**config.mk**
```make
export PLATFORM = sky130hd
export DESIGN_NAME = decimal_rgb_triple_parser_unit_flat
export DESIGN_NICKNAME = d
export VERILOG_FILES = /design/src/hdl/rgbp_pkg.sv /design/src/hdl/rgbp_if.sv /design/src/hdl/rgbp_line.sv /design/src/hdl/decimal_rgb_triple_parser_unit.sv /design/src/flat_wrapper.sv
export SDC_FILE = /design/constraint.sdc
export NUM_CORES = 1
export LEC_CHECK = 0
export ABC_CLOCK_PERIOD_IN_PS = 3900
export BUFFER_PORTS_ARGS = -buffer_cell sky130_fd_sc_hd__buf_2
export CAP_MARGIN = 20
export CELL_PAD_IN_SITES_DETAIL_PLACEMENT = 0
export CELL_PAD_IN_SITES_GLOBAL_PLACEMENT = 1
export CORE_MARGIN = 5
export CORE_UTILIZATION = 28
export CTS_CLUSTER_SIZE = 10
export DETAILED_ROUTE_END_ITERATION = 10
export PLACE_DENSITY = 0.6
export SETUP_SLACK_MARGIN = 0.4
export SLEW_MARGIN = 20
export SYNTH_ARGS = -nofsm -noshare
export SYNTH_HDL_FRONTEND = slang
export SYNTH_SLANG_ARGS = --single-unit
```
**constraint.sdc**
```tcl
create_clock -name clk -period 3.9 [get_ports clk]
set_clock_uncertainty 0.2 [all_clocks]
set_input_delay 0.585 -clock clk [delete_from_list [all_inputs] [get_ports clk]]
set_output_delay 0.585 -clock clk [all_outputs]
set_load 0.005 [all_outputs]
```
**src/hdl/rgbp_pkg.sv**
```systemverilog
`timescale 1ns / 1ps

package rgbp_pkg;

  // item kinds on the input channel
  localparam logic       ACT_CHAR    = 1'b0;
  localparam logic       ACT_EOL     = 1'b1;

  // target codes, meaningful at end of line
  localparam logic [1:0] TGT_FLOOR   = 2'd0;
  localparam logic [1:0] TGT_CEILING = 2'd1;

  // character codes
  localparam logic [7:0] CHAR_ZERO   = 8'h30;
  localparam logic [7:0] CHAR_NINE   = 8'h39;
  localparam logic [7:0] CHAR_COMMA  = 8'h2C;
  localparam logic [7:0] CHAR_SPACE  = 8'h20;
  localparam logic [7:0] CHAR_TAB    = 8'h09;
  localparam logic [7:0] CHAR_CR     = 8'h0D;

  localparam logic [11:0] MAX_PART   = 12'd255;
  localparam logic [1:0]  LAST_COMMA = 2'd2;

  typedef enum logic [2:0] {
    PH_BEFORE = 3'b001,
    PH_DIGITS = 3'b010,
    PH_AFTER  = 3'b100
  } phase_t;

  // summary of the line parsed so far
  typedef struct packed {
    logic        ok;
    logic [23:0] color;
  } line_sum_t;

endpackage

```
**src/hdl/rgbp_if.sv**
```systemverilog
`timescale 1ns / 1ps

interface rgbp_in_if;
  logic       valid;
  logic       ready;
  logic       action;
  logic [7:0] char_code;
  logic [1:0] target;

  modport source (output valid, action, char_code, target, input ready);
  modport sink   (input valid, action, char_code, target, output ready);
endinterface

interface rgbp_out_if;
  logic        valid;
  logic        ready;
  logic        status;
  logic [23:0] packed_color;
  logic [23:0] floor_value;
  logic [23:0] ceiling_value;
  logic        floor_present;
  logic        ceiling_present;

  modport source (output valid, status, packed_color, floor_value, ceiling_value,
                  floor_present, ceiling_present, input ready);
  modport sink   (input valid, status, packed_color, floor_value, ceiling_value,
                  floor_present, ceiling_present, output ready);
endinterface

```
**src/hdl/rgbp_line.sv**
```systemverilog
`timescale 1ns / 1ps

module rgbp_line (
  input  logic                 clk,
  input  logic                 rst_n,
  input  logic                 step,
  input  logic                 action,
  input  logic [7:0]           char_code,
  output rgbp_pkg::line_sum_t  sum
);
  import rgbp_pkg::*;

  phase_t      phase_r, phase_nxt;
  logic [7:0]  acc_r, acc_nxt;
  logic [1:0]  count_r, count_nxt;
  logic [7:0]  red_r, red_nxt;
  logic [7:0]  green_r, green_nxt;
  logic        err_r, err_nxt;

  logic        is_digit;
  logic        is_blank;
  logic [11:0] acc_x10;
  logic [11:0] acc_new;

  assign is_digit = (char_code >= CHAR_ZERO) && (char_code <= CHAR_NINE);
  assign is_blank = ((char_code >= CHAR_TAB) && (char_code <= CHAR_CR)) ||
                    (char_code == CHAR_SPACE);
  // times ten as 8x + 2x; low nibble of an ASCII digit is its value
  assign acc_x10  = {1'b0, acc_r, 3'b000} + {3'b000, acc_r, 1'b0};
  assign acc_new  = acc_x10 + {8'd0, char_code[3:0]};

  assign sum.ok    = !err_r && (phase_r != PH_BEFORE) && (count_r == LAST_COMMA);
  assign sum.color = {red_r, green_r, acc_r};

  always_comb begin
    phase_nxt = phase_r;
    acc_nxt   = acc_r;
    count_nxt = count_r;
    red_nxt   = red_r;
    green_nxt = green_r;
    err_nxt   = err_r;
    if (step) begin
      if (action == ACT_EOL) begin
        // clear line state for the next line
        phase_nxt = PH_BEFORE;
        acc_nxt   = 8'd0;
        count_nxt = 2'd0;
        red_nxt   = 8'd0;
        green_nxt = 8'd0;
        err_nxt   = 1'b0;
      end else if (!err_r) begin
        if (is_digit) begin
          if (phase_r == PH_AFTER || acc_new > MAX_PART) begin
            err_nxt = 1'b1;
          end else begin
            acc_nxt   = acc_new[7:0];
            phase_nxt = PH_DIGITS;
          end
        end else if (is_blank) begin
          if (phase_r != PH_BEFORE) begin
            phase_nxt = PH_AFTER;
          end
        end else if (char_code == CHAR_COMMA) begin
          if (phase_r == PH_BEFORE || count_r >= LAST_COMMA) begin
            err_nxt = 1'b1;
          end else begin
            if (count_r == 2'd0) begin
              red_nxt = acc_r;
            end else begin
              green_nxt = acc_r;
            end
            count_nxt = count_r + 2'd1;
            acc_nxt   = 8'd0;
            phase_nxt = PH_BEFORE;
          end
        end else begin
          err_nxt = 1'b1;
        end
      end
    end
  end

  always_ff @(posedge clk) begin
    if (!rst_n) begin
      phase_r <= PH_BEFORE;
      acc_r   <= 8'd0;
      count_r <= 2'd0;
      red_r   <= 8'd0;
      green_r <= 8'd0;
      err_r   <= 1'b0;
    end else begin
      phase_r <= phase_nxt;
      acc_r   <= acc_nxt;
      count_r <= count_nxt;
      red_r   <= red_nxt;
      green_r <= green_nxt;
      err_r   <= err_nxt;
    end
  end

endmodule

```
**src/hdl/decimal_rgb_triple_parser_unit.sv**
```systemverilog
`timescale 1ns / 1ps
// An end-of-line item waits in the input register and advances into the result
// register as long as the result register is free or being taken in that cycle.
// Throughput: one item per cycle; characters never wait on the result register,
// and an end-of-line item advances when the result register is free or taken.
// Characters give no result. Synchronous active-low reset clears line state,
// both color stores and their present flags, and empties both registers.

module decimal_rgb_triple_parser_unit (
  input  logic       clk,
  input  logic       rst_n,
  rgbp_in_if.sink    in_chan,
  rgbp_out_if.source out_chan
);
  import rgbp_pkg::*;

  // input register
  logic       in_vld_r, in_vld_nxt;
  logic       act_r;
  logic [7:0] chr_r;
  logic [1:0] tgt_r;
  logic       in_take;
  logic       adv;
  logic       eol;

  line_sum_t  sum;

  // colour stores
  logic [23:0] floor_r, floor_nxt;
  logic [23:0] ceil_r, ceil_nxt;
  logic        floor_flag_r, floor_flag_nxt;
  logic        ceil_flag_r, ceil_flag_nxt;
  logic        bad;

  // result register
  logic        out_vld_r, out_vld_nxt;
  logic        status_r;
  logic [23:0] color_r;
  logic [23:0] floor_out_r;
  logic [23:0] ceil_out_r;
  logic        floor_pres_r;
  logic        ceil_pres_r;

  assign eol     = (act_r == ACT_EOL);
  // characters never need the result register
  assign adv     = in_vld_r && (!eol || !out_vld_r || out_chan.ready);
  assign in_chan.ready = !in_vld_r || adv;
  assign in_take = in_chan.valid && in_chan.ready;

  assign in_vld_nxt  = in_take ? 1'b1 : (adv ? 1'b0 : in_vld_r);
  assign out_vld_nxt = (adv && eol) ? 1'b1 : (out_chan.ready ? 1'b0 : out_vld_r);

  rgbp_line u_line (
    .clk       (clk),
    .rst_n     (rst_n),
    .step      (adv),
    .action    (act_r),
    .char_code (chr_r),
    .sum       (sum)
  );

  always_comb begin
    floor_nxt      = floor_r;
    ceil_nxt       = ceil_r;
    floor_flag_nxt = floor_flag_r;
    ceil_flag_nxt  = ceil_flag_r;
    bad            = !sum.ok;
    if (sum.ok) begin
      if (tgt_r == TGT_FLOOR) begin
        if (floor_flag_r) begin
          bad = 1'b1;
        end else begin
          floor_nxt      = sum.color;
          floor_flag_nxt = 1'b1;
        end
      end else if (tgt_r == TGT_CEILING) begin
        if (ceil_flag_r) begin
          bad = 1'b1;
        end else begin
          ceil_nxt      = sum.color;
          ceil_flag_nxt = 1'b1;
        end
      end else begin
        bad = 1'b1;
      end
    end
  end

  always_ff @(posedge clk) begin
    if (!rst_n) begin
      in_vld_r     <= 1'b0;
      out_vld_r    <= 1'b0;
      floor_r      <= 24'd0;
      ceil_r       <= 24'd0;
      floor_flag_r <= 1'b0;
      ceil_flag_r  <= 1'b0;
    end else begin
      in_vld_r  <= in_vld_nxt;
      out_vld_r <= out_vld_nxt;
      if (adv && eol) begin
        floor_r      <= floor_nxt;
        ceil_r       <= ceil_nxt;
        floor_flag_r <= floor_flag_nxt;
        ceil_flag_r  <= ceil_flag_nxt;
      end
    end
  end

  always_ff @(posedge clk) begin
    if (in_take) begin
      act_r <= in_chan.action;
      chr_r <= in_chan.char_code;
      tgt_r <= in_chan.target;
    end
    if (adv && eol) begin
      status_r     <= bad;
      color_r      <= bad ? 24'd0 : sum.color;
      floor_out_r  <= floor_nxt;
      ceil_out_r   <= ceil_nxt;
      floor_pres_r <= floor_flag_nxt;
      ceil_pres_r  <= ceil_flag_nxt;
    end
  end

  assign out_chan.valid           = out_vld_r;
  assign out_chan.status          = status_r;
  assign out_chan.packed_color    = color_r;
  assign out_chan.floor_value     = floor_out_r;
  assign out_chan.ceiling_value   = ceil_out_r;
  assign out_chan.floor_present   = floor_pres_r;
  assign out_chan.ceiling_present = ceil_pres_r;

endmodule

```
**src/flat_wrapper.sv**
```systemverilog
// flat-port wrapper written by rule: the top's interface ports become plain ports
module decimal_rgb_triple_parser_unit_flat import rgbp_pkg::*;
  (clk, rst_n, in_chan_valid, in_chan_action, in_chan_char_code, in_chan_target, in_chan_ready, out_chan_valid, out_chan_status, out_chan_packed_color, out_chan_floor_value, out_chan_ceiling_value, out_chan_floor_present, out_chan_ceiling_present, out_chan_ready);
  rgbp_in_if in_chan_i ();
  rgbp_out_if out_chan_i ();
  input  logic clk;
  input  logic rst_n;
  input wire logic [$bits(in_chan_i.valid)-1:0] in_chan_valid;
  input wire logic [$bits(in_chan_i.action)-1:0] in_chan_action;
  input wire logic [$bits(in_chan_i.char_code)-1:0] in_chan_char_code;
  input wire logic [$bits(in_chan_i.target)-1:0] in_chan_target;
  output wire logic [$bits(in_chan_i.ready)-1:0] in_chan_ready;
  output wire logic [$bits(out_chan_i.valid)-1:0] out_chan_valid;
  output wire logic [$bits(out_chan_i.status)-1:0] out_chan_status;
  output wire logic [$bits(out_chan_i.packed_color)-1:0] out_chan_packed_color;
  output wire logic [$bits(out_chan_i.floor_value)-1:0] out_chan_floor_value;
  output wire logic [$bits(out_chan_i.ceiling_value)-1:0] out_chan_ceiling_value;
  output wire logic [$bits(out_chan_i.floor_present)-1:0] out_chan_floor_present;
  output wire logic [$bits(out_chan_i.ceiling_present)-1:0] out_chan_ceiling_present;
  input wire logic [$bits(out_chan_i.ready)-1:0] out_chan_ready;
  assign in_chan_i.valid = in_chan_valid;
  assign in_chan_i.action = in_chan_action;
  assign in_chan_i.char_code = in_chan_char_code;
  assign in_chan_i.target = in_chan_target;
  assign in_chan_ready = in_chan_i.ready;
  assign out_chan_valid = out_chan_i.valid;
  assign out_chan_status = out_chan_i.status;
  assign out_chan_packed_color = out_chan_i.packed_color;
  assign out_chan_floor_value = out_chan_i.floor_value;
  assign out_chan_ceiling_value = out_chan_i.ceiling_value;
  assign out_chan_floor_present = out_chan_i.floor_present;
  assign out_chan_ceiling_present = out_chan_i.ceiling_present;
  assign out_chan_i.ready = out_chan_ready;
  decimal_rgb_triple_parser_unit u_core (.clk(clk), .rst_n(rst_n), .in_chan(in_chan_i), .out_chan(out_chan_i));
endmodule
```
-- Word-level counts from Yosys, hierarchy flattened
Index checks and enable logic that the tools add are counted.
- register bits after elaboration: 168
- input port bits: 15
- word-level logic and storage cells: 141
- reductions and logical operators: 31
- add/sub/neg operators: 3
- multiplexer cells: 63
- $lt $le $gt $ge: 6
- equality and inequality tests: 17
- operators by type and width (kind ; number):
    2-to-1 mux 24 bit ; 7
    2-to-1 mux 8 bit ; 21
    2-to-1 mux 3 bit ; 8
    2-to-1 mux 1 bit ; 21
    AND reduction 6 bit ; 3
    == test 8 x 6 -> 1 bit, second input constant ; 2
    AND reduction 7 bit ; 2
    adder 11 x 9 -> 12 bit ; 1
    adder 12 x 4 -> 12 bit ; 1
    > comparator 12 x 8 -> 1 bit, second input constant ; 1
    2-to-1 mux 2 bit ; 6
    != test 2 x 1 -> 1 bit, second input constant ; 5
    != test 3 x 2 -> 1 bit, second input constant ; 3
    greater-or-equal comparator 8 x 4 -> 1 bit, second input constant ; 1
    greater-or-equal comparator 8 x 6 -> 1 bit, second input constant ; 1
    <= comparator 8 x 4 -> 1 bit, second input constant ; 1
    <= comparator 8 x 6 -> 1 bit, second input constant ; 1
    nonzero test 2 bit ; 4
    logical AND 1 bit ; 7
    logical OR 1 bit ; 6
    logical NOT 1 bit ; 5
    logical NOT 2 bit ; 2
    != test 4 x 2 -> 1 bit, second input constant ; 1
    != test 4 x 3 -> 1 bit, second input constant ; 1
    other kinds (9) ; 9

-- Logic depth before layout (Yosys ltp)
- depth after elaboration: 8
- gate-level depth with buffers: 11
- depth with buffers taken out: 11

-- Modules after synthesis
A second synthesis with hierarchy kept.
- cells, all modules: 593
- area total of the unflattened synthesis: 7285.7 sq um
- modules (own cells, without submodules) (module ; times used ; area an instance (sq um) ; cells an instance ; seq. area each (sq um)):
    decimal_rgb_triple_parser_unit ; 1 ; 5361.4 ; 374 ; 3623.5
    rgbp_line ; 1 ; 1924.3 ; 219 ; 600.6

-- Least setup slack after synthesis
OpenSTA, ideal clock, no wires.
- kind: input -> register
- start: input port out_chan_ready
- end: register u_core.ceil_pres_r (netlist: u_core.out_chan.ceiling_present) (enable)
- setup time: 468 ps
- setup slack: -86 ps
- arrival: 3317 ps
- required time: 3232 ps
- cell stages on the path: 4
- path through: nor2b_1 clkbuf_1 nor2_1 clkbuf_1
- longest elaborated chain between the ends: 3
- RTL lines (element ; RTL line ; text):
    start, declared ; flat_wrapper.sv:20 ; input wire logic [$bits(out_chan_i.ready)-1:0] out_chan_ready;
    logical OR 1 bit ; decimal_rgb_triple_parser_unit.sv:46 ; assign adv = in_vld_r && (!eol || !out_vld_r || out_chan.ready);
    logical AND 1 bit ; decimal_rgb_triple_parser_unit.sv:46 ;
    logical AND 1 bit ; decimal_rgb_triple_parser_unit.sv:115 ; if (adv && eol) begin
    end signal, assigned ; decimal_rgb_triple_parser_unit.sv:121 ; ceil_pres_r <= ceil_flag_nxt;
    end, declared ; decimal_rgb_triple_parser_unit.sv:42 ; logic ceil_pres_r;
No other way between the ends.
A chain may end at the register's enable or synchronous reset.

-- Worst setup path in the final report
- start: register u_core.chr_r[2]
- end: register u_core.u_line.acc_r[0]
- longest elaborated chain between the ends: 5
- elaborated cells between the ends (all ways): 20
- those cells by class: 1 x add/sub; 5 x order compare; 5 x eq/ne; 3 x mux; 6 x reduce/logical
- RTL lines (element ; RTL line ; text):
    start, declared ; decimal_rgb_triple_parser_unit.sv:20 ; logic [7:0] chr_r;
    start signal, assigned ; decimal_rgb_triple_parser_unit.sv:112 ; chr_r <= in_chan.char_code;
    adder 12 x 4 -> 12 bit (tied with other cells) ; rgbp_line.sv:30 ; assign acc_new = acc_x10 + {8'd0, char_code[3:0]};
    > comparator 12 x 8 -> 1 bit (tied with other cells) ; rgbp_line.sv:53 ; if (phase_r == PH_AFTER || acc_new > MAX_PART) begin
    logical OR 1 bit (tied with other cells) ; rgbp_line.sv:53 ;
    != test 3 x 2 -> 1 bit (no source line) or 2-to-1 mux 8 bit (tied branches) ; n/a ;
    AND reduction 6 bit (no source line) or 2-to-1 mux 8 bit (tied branches) ; n/a ;
    end signal, assigned ; rgbp_line.sv:93 ; acc_r <= acc_nxt;
    end, declared ; rgbp_line.sv:14 ; logic [7:0] acc_r, acc_nxt;
Several ways; a longest one is shown, not always the timed one. The select of a mux whose other input is x is not followed.

==> reports/qor.yml <==
min_path_type: "in -> reg"
core_area_um2: 25800
clock_latency_ps: 420
cts_root_buffer: "clkbuf_16"
p_per_area_nw_per_um2: 443
initial_core_util: 0.283
max_freq_mhz: 297
drt_iter0_drc: 237
rr_startpoint: "u_core.chr_r[2]$_DFFE_PP_"
crit_arrival_ps: 3490
clockBufferDepth: 2
vias: 4835
route.detailed.drc: 0
ir_worst_vdd_uv: 258
async_flop_share: 0
place.gp.congestion: 0.770
final_cell_mix: "buf_2 (91), edfxtp_1 (86), dfxtp_1 (80)"
gr-usage-met2: 0.199
worstSetupEndpointType: "flop"
io_buffers: 91
routed_via_density: 4.55
post-place-ws_ps: 183
p_leak_uw: 0.00335
grtUsageTotal: 0.119
syn_to_final_growth_pct: 22.9
status: "finished clean"
grt_pass1_wl_um: 26800
hold_buffers: 0
busiest_layer: "met2"
timing.final.hold_violations: 0
synth-seq-cells: 168
finalSetupTns_ps: 0
drive_gt1_frac: 0.306
dieHeight_um: 171
nets: 749
synth_simple_gate_area_frac: 0.121
hold_depth: 1
gr-total-overflow: 0
min_from: "in_chan_char_code[0]"
cts_sinks: 168
cts_buffers: 17
ios: 92
worstPathRequired_ps: 4020
drtPass1Iterations: 4
synth_mux_area_frac: 0.0984
period_share: 0.864
start_kind: "flop"
reg2reg_slack_ps: 530
avgSynthCellArea_um2: 11.8
drtAntennaViolNets: 0
timing.rr.end: "u_core.u_line.acc_r[0]$_SDFFE_PN0P_"
r2r_cells: 11
post_drt_wl_per_cell_um: 16.1
tightest_slew_ps: 846
grt_pass1_vias: 4807
synth-compound-area-share: 0.130
final-setup-viol-count: 0
ys.flop_type: "edfxtp_1"
diodes: 0
slew_violations: 0
min_to: "u_core.chr_r[0]$_DFFE_PP_"
grt_max_degree: 83
synthAdderAreaFrac: 0.0346
syn-num-nets: 652
synth_top_family_by_area: "compound AO/OA/AOI/OAI gates"
crit_fanout: 8
slew_headroom: 0.434
fin_ws_ps: 531
maxCapViolations: 0
post-route-min-period_ps: 3370
dieArea_um2: 29400
final_common_cell: "buf_2"
synthCells: 618
synth_area_um2: 7300
synth.distinct_cells: 58
ys_seq_area_frac: 0.579
synth_edf_count: 86
rows: 59
yosys_warnings: 0
antenna_found_initial: 0
clkTransAtPathRegs_ps: 70
die_x_um: 171
grtUsageMet1: 0.154
htree_num_levels: 4
use_met3: 0.0292
routed_wl_um: 17200
cts_tree: "built"
dp.final_hpwl_um: 11400
synth-xor-area-share: 0.00480
crit_type: "reg -> reg"
rsz0062_at_grt: "false"
==> critical path: stages (launching register included) <==
cell      delay (ps)
edfxtp_1         430
ha_1             300
ha_2             180
inv_1             60
fa_2             380
and2b_2          250
o21ai_2           70
a21oi_2          160
mux2i_1           80
or4_4            520
o311a_4          380
a22o_1           250
==> registers in the layout, indices dropped and copies added (netlist names), 3 cells and up <==
name                           flops
u_core.ceil_r                     24
u_core.chr_r                       8
u_core.floor_r                    24
u_core.out_chan.ceiling_value     24
u_core.out_chan.floor_value       24
u_core.out_chan.packed_color      24
u_core.u_line.acc_r                8
u_core.u_line.green_r              8
u_core.u_line.phase_r              3
u_core.u_line.red_r                8
==> metal layers <==
metal / vias to the layer above / wire length, µm
met5: - / 0
met4: 0 / 166
met3: 13 / 702
met2: 83 / 8280
met1: 2331 / 8000
li1: 2408 / -
==> how the worst max path moves through the flow <==
| stage | end | cells past startpoint | from | slack (ps) |
|---|---|---|---|---|
| after floorplan | u_core.u_line.acc_r[3]$_SDFFE_PN0P_ | 10 | u_core.u_line.acc_r[0]$_SDFFE_PN0P_ | 460 |
| after global placement | u_core.u_line.acc_r[7]$_SDFFE_PN0P_ | 10 | u_core.u_line.acc_r[0]$_SDFFE_PN0P_ | 260 |
| after detailed placement | u_core.u_line.acc_r[0]$_SDFFE_PN0P_ | 10 | u_core.u_line.acc_r[0]$_SDFFE_PN0P_ | 180 |
| after CTS | u_core.u_line.acc_r[0]$_SDFFE_PN0P_ | 11 | u_core.chr_r[2]$_DFFE_PP_ | 410 |
| after global routing | u_core.u_line.acc_r[4]$_SDFFE_PN0P_ | 11 | u_core.chr_r[3]$_DFFE_PP_ | 420 |
| final | u_core.u_line.acc_r[0]$_SDFFE_PN0P_ | 11 | u_core.chr_r[2]$_DFFE_PP_ | 530 |
==> metrics by stage <==
step | cells | utilization | power (µW) | cell area, µm² | hold slack [ps]
global route | 1063 | 0.347 | 4110 | 8970 | 99.7
global placement | 1021 | 0.316 | 2060 | 8170 | 261
floorplan | 618 | - | 2000 | 7300 | 244
finish | 1063 | 0.347 | 3970 | 8970 | 130
detailed placement | 1022 | 0.317 | 2060 | 8190 | 269
CTS | 1058 | 0.345 | 4030 | 8930 | 104
==> layout make-up <==
cell class | instances | area [µm²]
repair buffers | 115 | 698
flip-flops and latches | 168 | 4230
multi-input cells | 397 | 2880
clock inverters | 10 | 213
fillers | 2586 | 16900
clock buffers | 22 | 474
well taps | 335 | 419
inverters | 16 | 60.1
==> where the power goes <==
part / internal (µW) / switching, µW
registers: 1880 / 12.1
logic: 50.9 / 81.1
clock network: 1260 / 692
total: 3190 / 785
==> cell families (layout without fill, tap and decap cells) <==
| logic type | after synthesis | count (layout) |
|---|---|---|
| AOI/OAI and AO/OA | 140 | 140 |
| xor gates and xnor gates | 4 | 4 |
| adders and majority gates | 19 | 19 |
| buffers and inverters | 53 | 163 |
| DFF | 168 | 168 |
| muxes | 66 | 66 |
| and+or+nand+nor | 168 | 168 |
==> Yosys cell counts (2+ instances only) <==
| master | instances | area share |
|---|---|---|
| edfxtp_1 | 86 | 0.35 |
| dfxtp_1 | 82 | 0.22 |
| nand2_1 | 61 | 0.031 |
| o21ai_0 | 54 | 0.037 |
| a21boi_0 | 50 | 0.051 |
| nor2b_1 | 48 | 0.041 |
| mux2_2 | 46 | 0.071 |
| clkbuf_1 | 29 | 0.015 |
| nor2_1 | 22 | 0.011 |
| mux2i_1 | 20 | 0.027 |
| ha_1 | 17 | 0.029 |
| inv_1 | 15 | 0.0077 |
| a21oi_1 | 8 | 0.0055 |
| a22o_1 | 8 | 0.0096 |
| nand3_1 | 7 | 0.0048 |
| nand4_1 | 4 | 0.0034 |
| buf_2 | 3 | 0.0021 |
| buf_6 | 3 | 0.0046 |
| nand4b_1 | 3 | 0.0036 |
| nor3_1 | 3 | 0.0021 |
| o21a_1 | 3 | 0.0031 |
| xnor2_1 | 3 | 0.0036 |
| fa_1 | 2 | 0.0055 |
| nand3b_1 | 2 | 0.0021 |
| nor3_2 | 2 | 0.0027 |
| nor3b_1 | 2 | 0.0021 |
| o2111ai_1 | 2 | 0.0024 |
| o211ai_1 | 2 | 0.0021 |
| or2_2 | 2 | 0.0017 |
==> repair_timing <==
action | 4_1_cts | 5_1_grt
pin swaps | 6 | 12
buffers inserted | 4 | 5
setup endpoints to repair | 10 | 9
gates resized for setup | 7 | 3
No activity file was read; power rests on OpenSTA's default activity.
